===== src/sv/tq_pkg.sv =====
package tq_pkg;

   localparam int CAPACITY  = 16;
   localparam int MAX_FIRES = 64;
   localparam int IDX_W     = (CAPACITY > 1) ? $clog2(CAPACITY) : 1;
   localparam int CNT_W     = 7;

   typedef enum logic [1:0] {
      FUNC_ADD    = 2'd0,
      FUNC_CANCEL = 2'd1,
      FUNC_TICK   = 2'd2,
      FUNC_NONE   = 2'd3
   } func_type;

   typedef enum logic [2:0] {
      ST_IDLE    = 3'b001,
      ST_SCAN    = 3'b010,
      ST_RESOLVE = 3'b100
   } state_type;

endpackage


===== src/sv/timeout_queue_unit.sv =====
// Timer table with add, cancel and tick operations.
// Request channel (req_*): one transfer per operation. func selects add
// (when_due, repeat_every), cancel (target_id) or tick (now_time).
// Response channel (rsp_*): add, cancel and an unknown func give one transfer
// with last set. A tick gives one transfer per fired timer (fired set,
// fire_total counting up, last on the final one), or one empty transfer with
// last when nothing is due; at most MAX_FIRES timers fire per tick.
// Lookup: each table lookup is a scan of CAPACITY entries through one shared
// compare unit, one entry per cycle, followed by a resolve step.
// req_ready is high only while idle.
// The response sits in an output register, so a new request is taken while
// the last response of the previous one still waits; if the receiver stalls,
// the sequencer holds in its resolve step until the register frees up.
// Reset empties the table, clears the id counter and drops rsp_valid.
module timeout_queue_unit (
   input  logic        clock,
   input  logic        reset,
   input  logic        req_valid,
   output logic        req_ready,
   input  logic [1:0]  req_func,
   input  logic [63:0] req_when_due,
   input  logic [31:0] req_repeat_every,
   input  logic [31:0] req_target_id,
   input  logic [63:0] req_now_time,
   output logic        rsp_valid,
   input  logic        rsp_ready,
   output logic [31:0] rsp_result_id,
   output logic        rsp_ok,
   output logic        rsp_fired,
   output logic [tq_pkg::CNT_W-1:0] rsp_fire_total,
   output logic        rsp_last
);
   import tq_pkg::*;

   // table storage; used bits are flops cleared by reset
   logic [CAPACITY-1:0] used_ff, used_in;
   logic [31:0] slot_id  [CAPACITY];
   logic [63:0] slot_due [CAPACITY];
   logic [31:0] slot_rep [CAPACITY];

   state_type state_ff, state_in;
   logic [31:0] counter_ff, counter_in;

   // latched request
   func_type    func_ff;
   logic [63:0] due_ff;
   logic [31:0] rep_ff;
   logic [31:0] tgt_ff;
   logic [63:0] now_ff;
   logic [31:0] cand_ff;

   // scan results
   logic [IDX_W-1:0] idx_ff, idx_in;
   logic             match_ff, match_in;
   logic [IDX_W-1:0] match_idx_ff, match_idx_in;
   logic             free_ff, free_in;
   logic [IDX_W-1:0] free_idx_ff, free_idx_in;
   logic             best_ff, best_in;
   logic [IDX_W-1:0] best_idx_ff, best_idx_in;
   logic [63:0]      best_due_ff, best_due_in;
   logic [31:0]      best_id_ff, best_id_in;
   logic [31:0]      best_rep_ff, best_rep_in;

   // tick bookkeeping: one fired timer is held back until we know if it is last
   logic             pend_ff, pend_in;
   logic [31:0]      pend_id_ff, pend_id_in;
   logic [CNT_W-1:0] count_ff, count_in;

   // output register
   logic             out_valid_ff, out_valid_in;
   logic [31:0]      out_id_ff, out_id_in;
   logic             out_ok_ff, out_ok_in;
   logic             out_fired_ff, out_fired_in;
   logic [CNT_W-1:0] out_total_ff, out_total_in;
   logic             out_last_ff, out_last_in;

   // registered table read data for the entry at idx_ff
   logic [31:0] ent_id_ff;
   logic [63:0] ent_due_ff;
   logic [31:0] ent_rep_ff;

   logic        accept;
   logic        out_free;
   logic [31:0] next_id;
   logic [31:0] key_id;
   logic        ent_used;
   logic [31:0] ent_id;
   logic [63:0] ent_due;
   logic [31:0] ent_rep;
   logic        ent_due_ok;
   logic        ent_better;
   logic [64:0] resched_sum;
   logic [63:0] resched_due;
   logic        wr_add;
   logic        wr_fire;
   logic        clr_en;
   logic [IDX_W-1:0] clr_idx;

   assign req_ready      = (state_ff == ST_IDLE);
   assign accept         = req_valid && req_ready;
   assign out_free       = !out_valid_ff || rsp_ready;
   assign rsp_valid      = out_valid_ff;
   assign rsp_result_id  = out_id_ff;
   assign rsp_ok         = out_ok_ff;
   assign rsp_fired      = out_fired_ff;
   assign rsp_fire_total = out_total_ff;
   assign rsp_last       = out_last_ff;

   // id counter steps by two, skipping zero on wrap
   always_comb begin
      next_id = counter_ff + 32'd2;
      if (next_id == 32'd0) begin
         next_id = 32'd2;
      end
   end

   // shared compare unit, one table entry per cycle
   assign ent_used   = used_ff[idx_ff];
   assign ent_id     = ent_id_ff;
   assign ent_due    = ent_due_ff;
   assign ent_rep    = ent_rep_ff;
   assign key_id     = (func_ff == FUNC_ADD) ? cand_ff : tgt_ff;
   assign ent_due_ok = ent_used && (ent_due <= now_ff);
   assign ent_better = !best_ff || (ent_due < best_due_ff) ||
                       ((ent_due == best_due_ff) && (ent_id < best_id_ff));

   // saturating reschedule of the chosen periodic timer
   assign resched_sum = {1'b0, best_due_ff} + {33'd0, best_rep_ff};
   assign resched_due = resched_sum[64] ? {64{1'b1}} : resched_sum[63:0];

   always_comb begin
      state_in     = state_ff;
      counter_in   = counter_ff;
      used_in      = used_ff;
      idx_in       = idx_ff;
      match_in     = match_ff;
      match_idx_in = match_idx_ff;
      free_in      = free_ff;
      free_idx_in  = free_idx_ff;
      best_in      = best_ff;
      best_idx_in  = best_idx_ff;
      best_due_in  = best_due_ff;
      best_id_in   = best_id_ff;
      best_rep_in  = best_rep_ff;
      pend_in      = pend_ff;
      pend_id_in   = pend_id_ff;
      count_in     = count_ff;
      out_valid_in = out_valid_ff && !rsp_ready;
      out_id_in    = out_id_ff;
      out_ok_in    = out_ok_ff;
      out_fired_in = out_fired_ff;
      out_total_in = out_total_ff;
      out_last_in  = out_last_ff;
      wr_add       = 1'b0;
      wr_fire      = 1'b0;
      clr_en       = 1'b0;
      clr_idx      = match_idx_ff;

      case (state_ff)
         ST_IDLE: begin
            if (accept) begin
               if (func_type'(req_func) == FUNC_ADD) begin
                  counter_in = next_id;
               end
               idx_in   = '0;
               match_in = 1'b0;
               free_in  = 1'b0;
               best_in  = 1'b0;
               pend_in  = 1'b0;
               count_in = '0;
               state_in = ST_SCAN;
            end
         end
         ST_SCAN: begin
            if (ent_used && (ent_id == key_id) && !match_ff) begin
               match_in     = 1'b1;
               match_idx_in = idx_ff;
            end
            if (!ent_used && !free_ff) begin
               free_in     = 1'b1;
               free_idx_in = idx_ff;
            end
            if (ent_due_ok && ent_better) begin
               best_in     = 1'b1;
               best_idx_in = idx_ff;
               best_due_in = ent_due;
               best_id_in  = ent_id;
               best_rep_in = ent_rep;
            end
            if (idx_ff == IDX_W'(CAPACITY - 1)) begin
               state_in = ST_RESOLVE;
            end else begin
               idx_in = idx_ff + 1'b1;
            end
         end
         ST_RESOLVE: begin
            case (func_ff)
               FUNC_ADD: begin
                  if (out_free) begin
                     out_valid_in = 1'b1;
                     out_fired_in = 1'b0;
                     out_total_in = '0;
                     out_last_in  = 1'b1;
                     if (!match_ff && free_ff) begin
                        wr_add    = 1'b1;
                        out_id_in = cand_ff;
                        out_ok_in = 1'b1;
                     end else begin
                        out_id_in = '0;
                        out_ok_in = 1'b0;
                     end
                     state_in = ST_IDLE;
                  end
               end
               FUNC_CANCEL: begin
                  if (out_free) begin
                     clr_en       = match_ff;
                     out_valid_in = 1'b1;
                     out_id_in    = tgt_ff;
                     out_ok_in    = match_ff;
                     out_fired_in = 1'b0;
                     out_total_in = '0;
                     out_last_in  = 1'b1;
                     state_in     = ST_IDLE;
                  end
               end
               FUNC_TICK: begin
                  if (best_ff) begin
                     if (pend_ff) begin
                        // another fire follows, so the held one is not last
                        if (out_free) begin
                           out_valid_in = 1'b1;
                           out_id_in    = pend_id_ff;
                           out_ok_in    = 1'b0;
                           out_fired_in = 1'b1;
                           out_total_in = count_ff;
                           out_last_in  = 1'b0;
                           pend_in      = 1'b0;
                        end
                     end else begin
                        wr_fire    = 1'b1;
                        clr_en     = (best_rep_ff == 32'd0);
                        clr_idx    = best_idx_ff;
                        pend_in    = 1'b1;
                        pend_id_in = best_id_ff;
                        count_in   = count_ff + 1'b1;
                        idx_in     = '0;
                        best_in    = 1'b0;
                        if (count_ff + 1'b1 != CNT_W'(MAX_FIRES)) begin
                           state_in = ST_SCAN;
                        end
                     end
                  end else if (out_free) begin
                     out_valid_in = 1'b1;
                     out_id_in    = pend_ff ? pend_id_ff : 32'd0;
                     out_ok_in    = 1'b0;
                     out_fired_in = pend_ff;
                     out_total_in = count_ff;
                     out_last_in  = 1'b1;
                     pend_in      = 1'b0;
                     state_in     = ST_IDLE;
                  end
               end
               default: begin
                  if (out_free) begin
                     out_valid_in = 1'b1;
                     out_id_in    = '0;
                     out_ok_in    = 1'b0;
                     out_fired_in = 1'b0;
                     out_total_in = '0;
                     out_last_in  = 1'b1;
                     state_in     = ST_IDLE;
                  end
               end
            endcase
         end
         default: begin
            state_in = ST_IDLE;
         end
      endcase

      if (wr_add) begin
         used_in[free_idx_ff] = 1'b1;
      end
      if (clr_en) begin
         used_in[clr_idx] = 1'b0;
      end
   end

   // control state
   always_ff @(posedge clock) begin
      if (reset) begin
         state_ff     <= ST_IDLE;
         counter_ff   <= '0;
         used_ff      <= '0;
         out_valid_ff <= 1'b0;
      end else begin
         state_ff     <= state_in;
         counter_ff   <= counter_in;
         used_ff      <= used_in;
         out_valid_ff <= out_valid_in;
      end
   end

   // datapath registers
   always_ff @(posedge clock) begin
      if (accept) begin
         func_ff <= func_type'(req_func);
         due_ff  <= req_when_due;
         rep_ff  <= req_repeat_every;
         tgt_ff  <= req_target_id;
         now_ff  <= req_now_time;
         cand_ff <= next_id;
      end
      idx_ff       <= idx_in;
      match_ff     <= match_in;
      match_idx_ff <= match_idx_in;
      free_ff      <= free_in;
      free_idx_ff  <= free_idx_in;
      best_ff      <= best_in;
      best_idx_ff  <= best_idx_in;
      best_due_ff  <= best_due_in;
      best_id_ff   <= best_id_in;
      best_rep_ff  <= best_rep_in;
      pend_ff      <= pend_in;
      pend_id_ff   <= pend_id_in;
      count_ff     <= count_in;
      out_id_ff    <= out_id_in;
      out_ok_ff    <= out_ok_in;
      out_fired_ff <= out_fired_in;
      out_total_ff <= out_total_in;
      out_last_ff  <= out_last_in;
   end

   // timer table: one write port, registered read at the next scan index
   always_ff @(posedge clock) begin
      if (wr_add) begin
         slot_id[free_idx_ff]  <= cand_ff;
         slot_due[free_idx_ff] <= due_ff;
         slot_rep[free_idx_ff] <= rep_ff;
      end else if (wr_fire) begin
         slot_due[best_idx_ff] <= resched_due;
      end
      ent_id_ff  <= slot_id[idx_in];
      ent_rep_ff <= slot_rep[idx_in];
      // a reschedule lands in the same edge as the rescan restarts
      if (wr_fire && (best_idx_ff == idx_in)) begin
         ent_due_ff <= resched_due;
      end else begin
         ent_due_ff <= slot_due[idx_in];
      end
   end

endmodule

===== config.mk =====
export PLATFORM = sky130hd
export DESIGN_NAME = timeout_queue_unit
export DESIGN_NICKNAME = d
export VERILOG_FILES = /design/src/sv/tq_pkg.sv /design/src/sv/timeout_queue_unit.sv
export SDC_FILE = /design/constraint.sdc
export NUM_CORES = 2
export LEC_CHECK = 0
export BUFFER_PORTS_ARGS = -buffer_cell sky130_fd_sc_hd__clkbuf_2
export CORE_MARGIN = 2
export CORE_UTILIZATION = 25
export CTS_CLUSTER_DIAMETER = 50
export DETAILED_ROUTE_END_ITERATION = 7
export GPL_TIMING_DRIVEN = 0
export SYNTH_ARGS = -nofsm -noshare
export SYNTH_HDL_FRONTEND = slang
export SYNTH_SLANG_ARGS = --single-unit

===== constraint.sdc =====
create_clock -name clock -period 15.7 [get_ports clock]
set_input_delay 0.785 -clock clock [delete_from_list [all_inputs] [get_ports clock]]
set_output_delay 0.785 -clock clock [all_outputs]
set_load 0.02 [all_outputs]

Word-level counts from Yosys, hierarchy flattened:

Memories as Yosys holds them, arrays and structs flattened. A register that Yosys moved wholly into a read port is not among the register bits.
Index checks and enable logic that the tools add are counted.

* register bits after elaboration: 572
* bits in writable memories: 2048
* memories kept: 3

* add/subtract/negate cells: 4
* muxes and demuxes: 107
* bitwise logic cells: 5
* equality and inequality tests: 26
* reduce and logical (&&, ||, !) cells: 46
* $lt $le $gt $ge: 8

Memories
* slot_due: words 16, bits a word 64, read ports 1, clocked after memory_dff 1, write ports 1, RTL line timeout_queue_unit.sv:38 `logic [63:0] slot_due [CAPACITY];`
* slot_id: words 16, bits a word 32, read ports 1, clocked after memory_dff 1, write ports 1, RTL line timeout_queue_unit.sv:37 `logic [31:0] slot_id [CAPACITY];`
* slot_rep: words 16, bits a word 32, read ports 1, clocked after memory_dff 1, write ports 1, RTL line timeout_queue_unit.sv:39 `logic [31:0] slot_rep [CAPACITY];`

Operators with widths (number)
* $mux 32: 11
* $mux 64: 3
* $pmux 32 s3: 1
* $add 64x32->65: 1
* $eq 64x64->1: 1
* $le 64x64->1: 1
* $logic_not 32->1: 2
* $lt 64x64->1: 1
* $reduce_or 64->1: 1
* $mux 7: 9
* $mux 1: 52
* $mux 4: 10
* $add 32x2->32 const B: 1
* $eq 32x32->1: 1
* $lt 32x32->1: 1
* $mux 16: 2
* $mux 3: 7
* $reduce_and 4->1: 5
* $ne 2x2->1 const B: 9
* $and 16x16->16: 1
* $not 16->16: 1
* $or 16x16->16: 1
* $lt 4x5->1 const B: 3
* $reduce_and 3->1: 5
* 32 further kinds: 66

Depth between registers and ports, before layout:

* word-level depth: 11
* depth in mapped cells: 14

Least setup slack after synthesis:

Ideal clock, no wire load.

* path kind: register to register
* start point: register with a tool-made name
* end point: register best_due_ff[0], enable pin
* buffers on the path: 2
* required time: 15075 ps
* setup slack: 6719 ps
* setup time: 625 ps
* stages on the path, launching flop included: 13
* clock period less this slack: 8981 ps
* data arrival time: 8356 ps
* cells stage by stage: dfxtp_1 -> clkbuf_1 -> clkbuf_1 -> mux2_2 -> ha_1 -> a21oi_1 -> o21ai_0 -> a221oi_1 -> nor3_1 -> or4_1 -> nor2_1 -> o2bb2ai_1 -> nor2_1

RTL lines
* end signal, assigned: RTL line timeout_queue_unit.sv:322 `best_due_ff <= best_due_in;`
* end, declared: RTL line timeout_queue_unit.sv:60 `logic [63:0] best_due_ff, best_due_in;`

==> flow_summary.ini <==
[routing]
drc = 0
via_per_inst = 4.76
vias = 70300
first_pass_iters = 6
drt-total-wl_microns = 355000
dr.first_iter.drc_count = 8219
wl_per_cell_microns = 24.0
ant_nets = 0

[cells_and_area]
area_growth_pct = 20.9
drive_above_1_share_pct = 14.8
post-route-cell-area_sq_um = 133000
nets = 8966
final_cells = 14800
n_fill_cell = 43500
multi_input_area_sq_um = 28100
regArea_sq_um = 80000

[cts]
clk_pin_slew_worst_paths_ns = 0.06
cts_num_sinks = 2748
clock-root-buffer = clkbuf_16
cts_tree = built
cts_resized = 0
worstSkewPairLatency_ns = 0.97
htreeDepth = 5
cts_max_path_buffers = 4
cts_buffers = 329

[grt]
antenna_found_initial = 44
grt_pass1_vias = 68000
overflow = 0
grt_pass1_wl_microns = 498000
grt_usage_pct = 15.3
grt_max_degree = 92

[logic_synthesis]
synthFlopType = edfxtp_1
yosysWarningCount = 0
synth_seq_area_share_pct = 72.6
ys_types = 82
syn_avg_cell_area_sq_um = 14.2
synthTopCellsByCount = edfxtp_1 (2499), nand2_1 (1522), nor2_1 (485), a21oi_1 (448), clkbuf_1 (298)
synthTopCellsByArea = edfxtp_1 (68%), nand2_1 (5.2%), dfxtp_1 (4.5%)
syn_inst = 7777
synth_edf_count = 2499
synth_top_area_share_pct = 68.0
netlist_area_sq_um = 110000
ys_ff_latch = 2748
async_reset_ff_share_pct = 0
yosysMostFrequentCell = edfxtp_1
syn-num-nets = 8175
synth_top_area_cell = edfxtp_1

[critical_path]
worst-endpoint-arrival_ns = 8.89
critPathMaxFanout = 31
required_ns = 16.31
cp-end-kind = register
crit_type = register to register
start_kind = register

[power_and_ir_drop]
powerDensity_nw_per_um2 = 123
peakVddDrop_uv = 91.0
p_leak_nw = 44.6

[floorplanning]
die_area_sq_um = 447000
dieWidth_microns = 668
fp.dieH_microns = 668
core_sq_um = 439000
placementRows = 243
ios = 242
start_util_pct = 25.1

[timing]
fmax_mhz = 121
timing.final.crit_share_pct = 52.7
drv_slew = 0
hold_viol = 0
setup_violations = 0
rsz0062_at_grt = false
worst_slew_pin_slew_ns = 1.48
skew_ns = 0.101
slew_headroom_pct = 1.43
post-route-min-period_ns = 8.28
fin_hold_ws_ns = 0.0571

[placed_design]
dpl_cell_area_sq_um = 121000
gp_congestion = 0.869
place_inst = 14000
dp_hpwl_microns = 254000
io_buffers = 240

[min_path]
min_path_type = input port to register

[run_status]
outcome = complete, no violations

[flow_run]
maxCapViolations = 0
path summary, 6_finish.rpt:
| path | slack (ns) | cells after the start | startpoint | to |
|---|---|---|---|---|
| setup / recovery | 7.42 | 13 | register | best_due_ff[30] |
| hold / removal | 0.06 | 1 | req_repeat_every[5] | rep_ff[5] |
| setup reg to reg | 7.42 | 13 | register | best_due_ff[30] |
| hold reg to reg | 0.40 | 0 | ent_rep[8] | best_rep_ff[8] |
per-layer routing:
metal | up-vias | share of wire, % | GRT usage (%)
met5 | - | 0.036 | 0
met4 | 20 | 4.4 | 5.99
met3 | 606 | 8.2 | 2.99
met2 | 3089 | 48 | 25.7
met1 | 35500 | 39 | 19.5
li1 | 31100 | - | -
report_power, final:
| part | internal (mW) | switching (mW) | leakage [nW] |
|---|---|---|---|
| logic | 0.218 | 0.438 | 14.6 |
| clock network | 4.34 | 3.25 | 5.23 |
| registers | 8.08 | 0.104 | 24.7 |
| total | 12.6 | 3.80 | 44.6 |
per-stage QoR:
step	utilization, %	TNS (ns)	power [mW]	worst slack, ns
after global routing	30.4	0	16.9	7.17
after global placement	27.1	-516.65	8.98	-3.97
after floorplan	-	0	8.65	6.72
after CTS	30.3	0	16.6	7.26
final	30.4	0	16.4	7.42
after detailed placement	27.7	0	8.98	7.30
cell usage in the layout, fill, tap and decap left out, drive strengths merged, types with 230 or more instances in the layout:
cell,netlist,layout
nor2,485,485
mux2i,291,291
a21oi,448,448
edfxtp,2499,2499
a32oi,289,289
clkbuf,313,963
nand2,1522,1522
inv,183,230
a32o,256,256
buf,136,258
dfxtp,249,249
critical path: stages, from the launching register on:
cell       delay (ns)
dfxtp_1          0.31
clkbuf_2         0.56
clkbuf_1         1.11
mux2_2           0.51
ha_1             0.30
nand4_1          0.11
nor4_1           1.10
nand4_1          0.82
o41ai_1          1.11
o2bb2ai_1        0.42
nor2_4           0.76
buf_12           0.27
buf_12           0.21
buf_12           0.23
registers in the layout, summed over array words and instances, names as in the netlist, 16 cells and up, named ones only:
name and flops:
slot_due 1024, tgt_ff 32, ent_id 32, slot_rep 512
now_ff 64, counter_ff 32, rep_ff 32, best_due_ff 64
slot_id 512, rsp_result_id 32, best_id_ff 32, cand_ff 32
ent_rep 32, best_rep_ff 32, pend_id_ff 32, used_ff 16
due_ff 64
area by class of cell:
type	count	share of cell area, %
flip-flops and latches	2748	60.0
multi-input cells	4396	21.0
clock buffers	410	6.57
well taps	5880	5.52
repair buffers	460	3.24
clock inverters	198	1.55
plain buffers	449	1.47
inverters	184	0.525
diodes	27	0.0507
cells by family after synthesis:
family	synth area share, %
adders and majority gates	2.28
DFF	72.6
buffers and inverters	2.39
muxes	3.44
and+or+nand+nor	9.96
xor gates and xnor gates	1.22
AOI/OAI and AO/OA	8.16
timing repair:
item / in CTS / in global routing
endpoints found under the hold margin: 98 / 0
hold buffers: 98 / 0
buffers inserted: 0 / 0
Note: power is estimated with default switching activity, not from simulation.
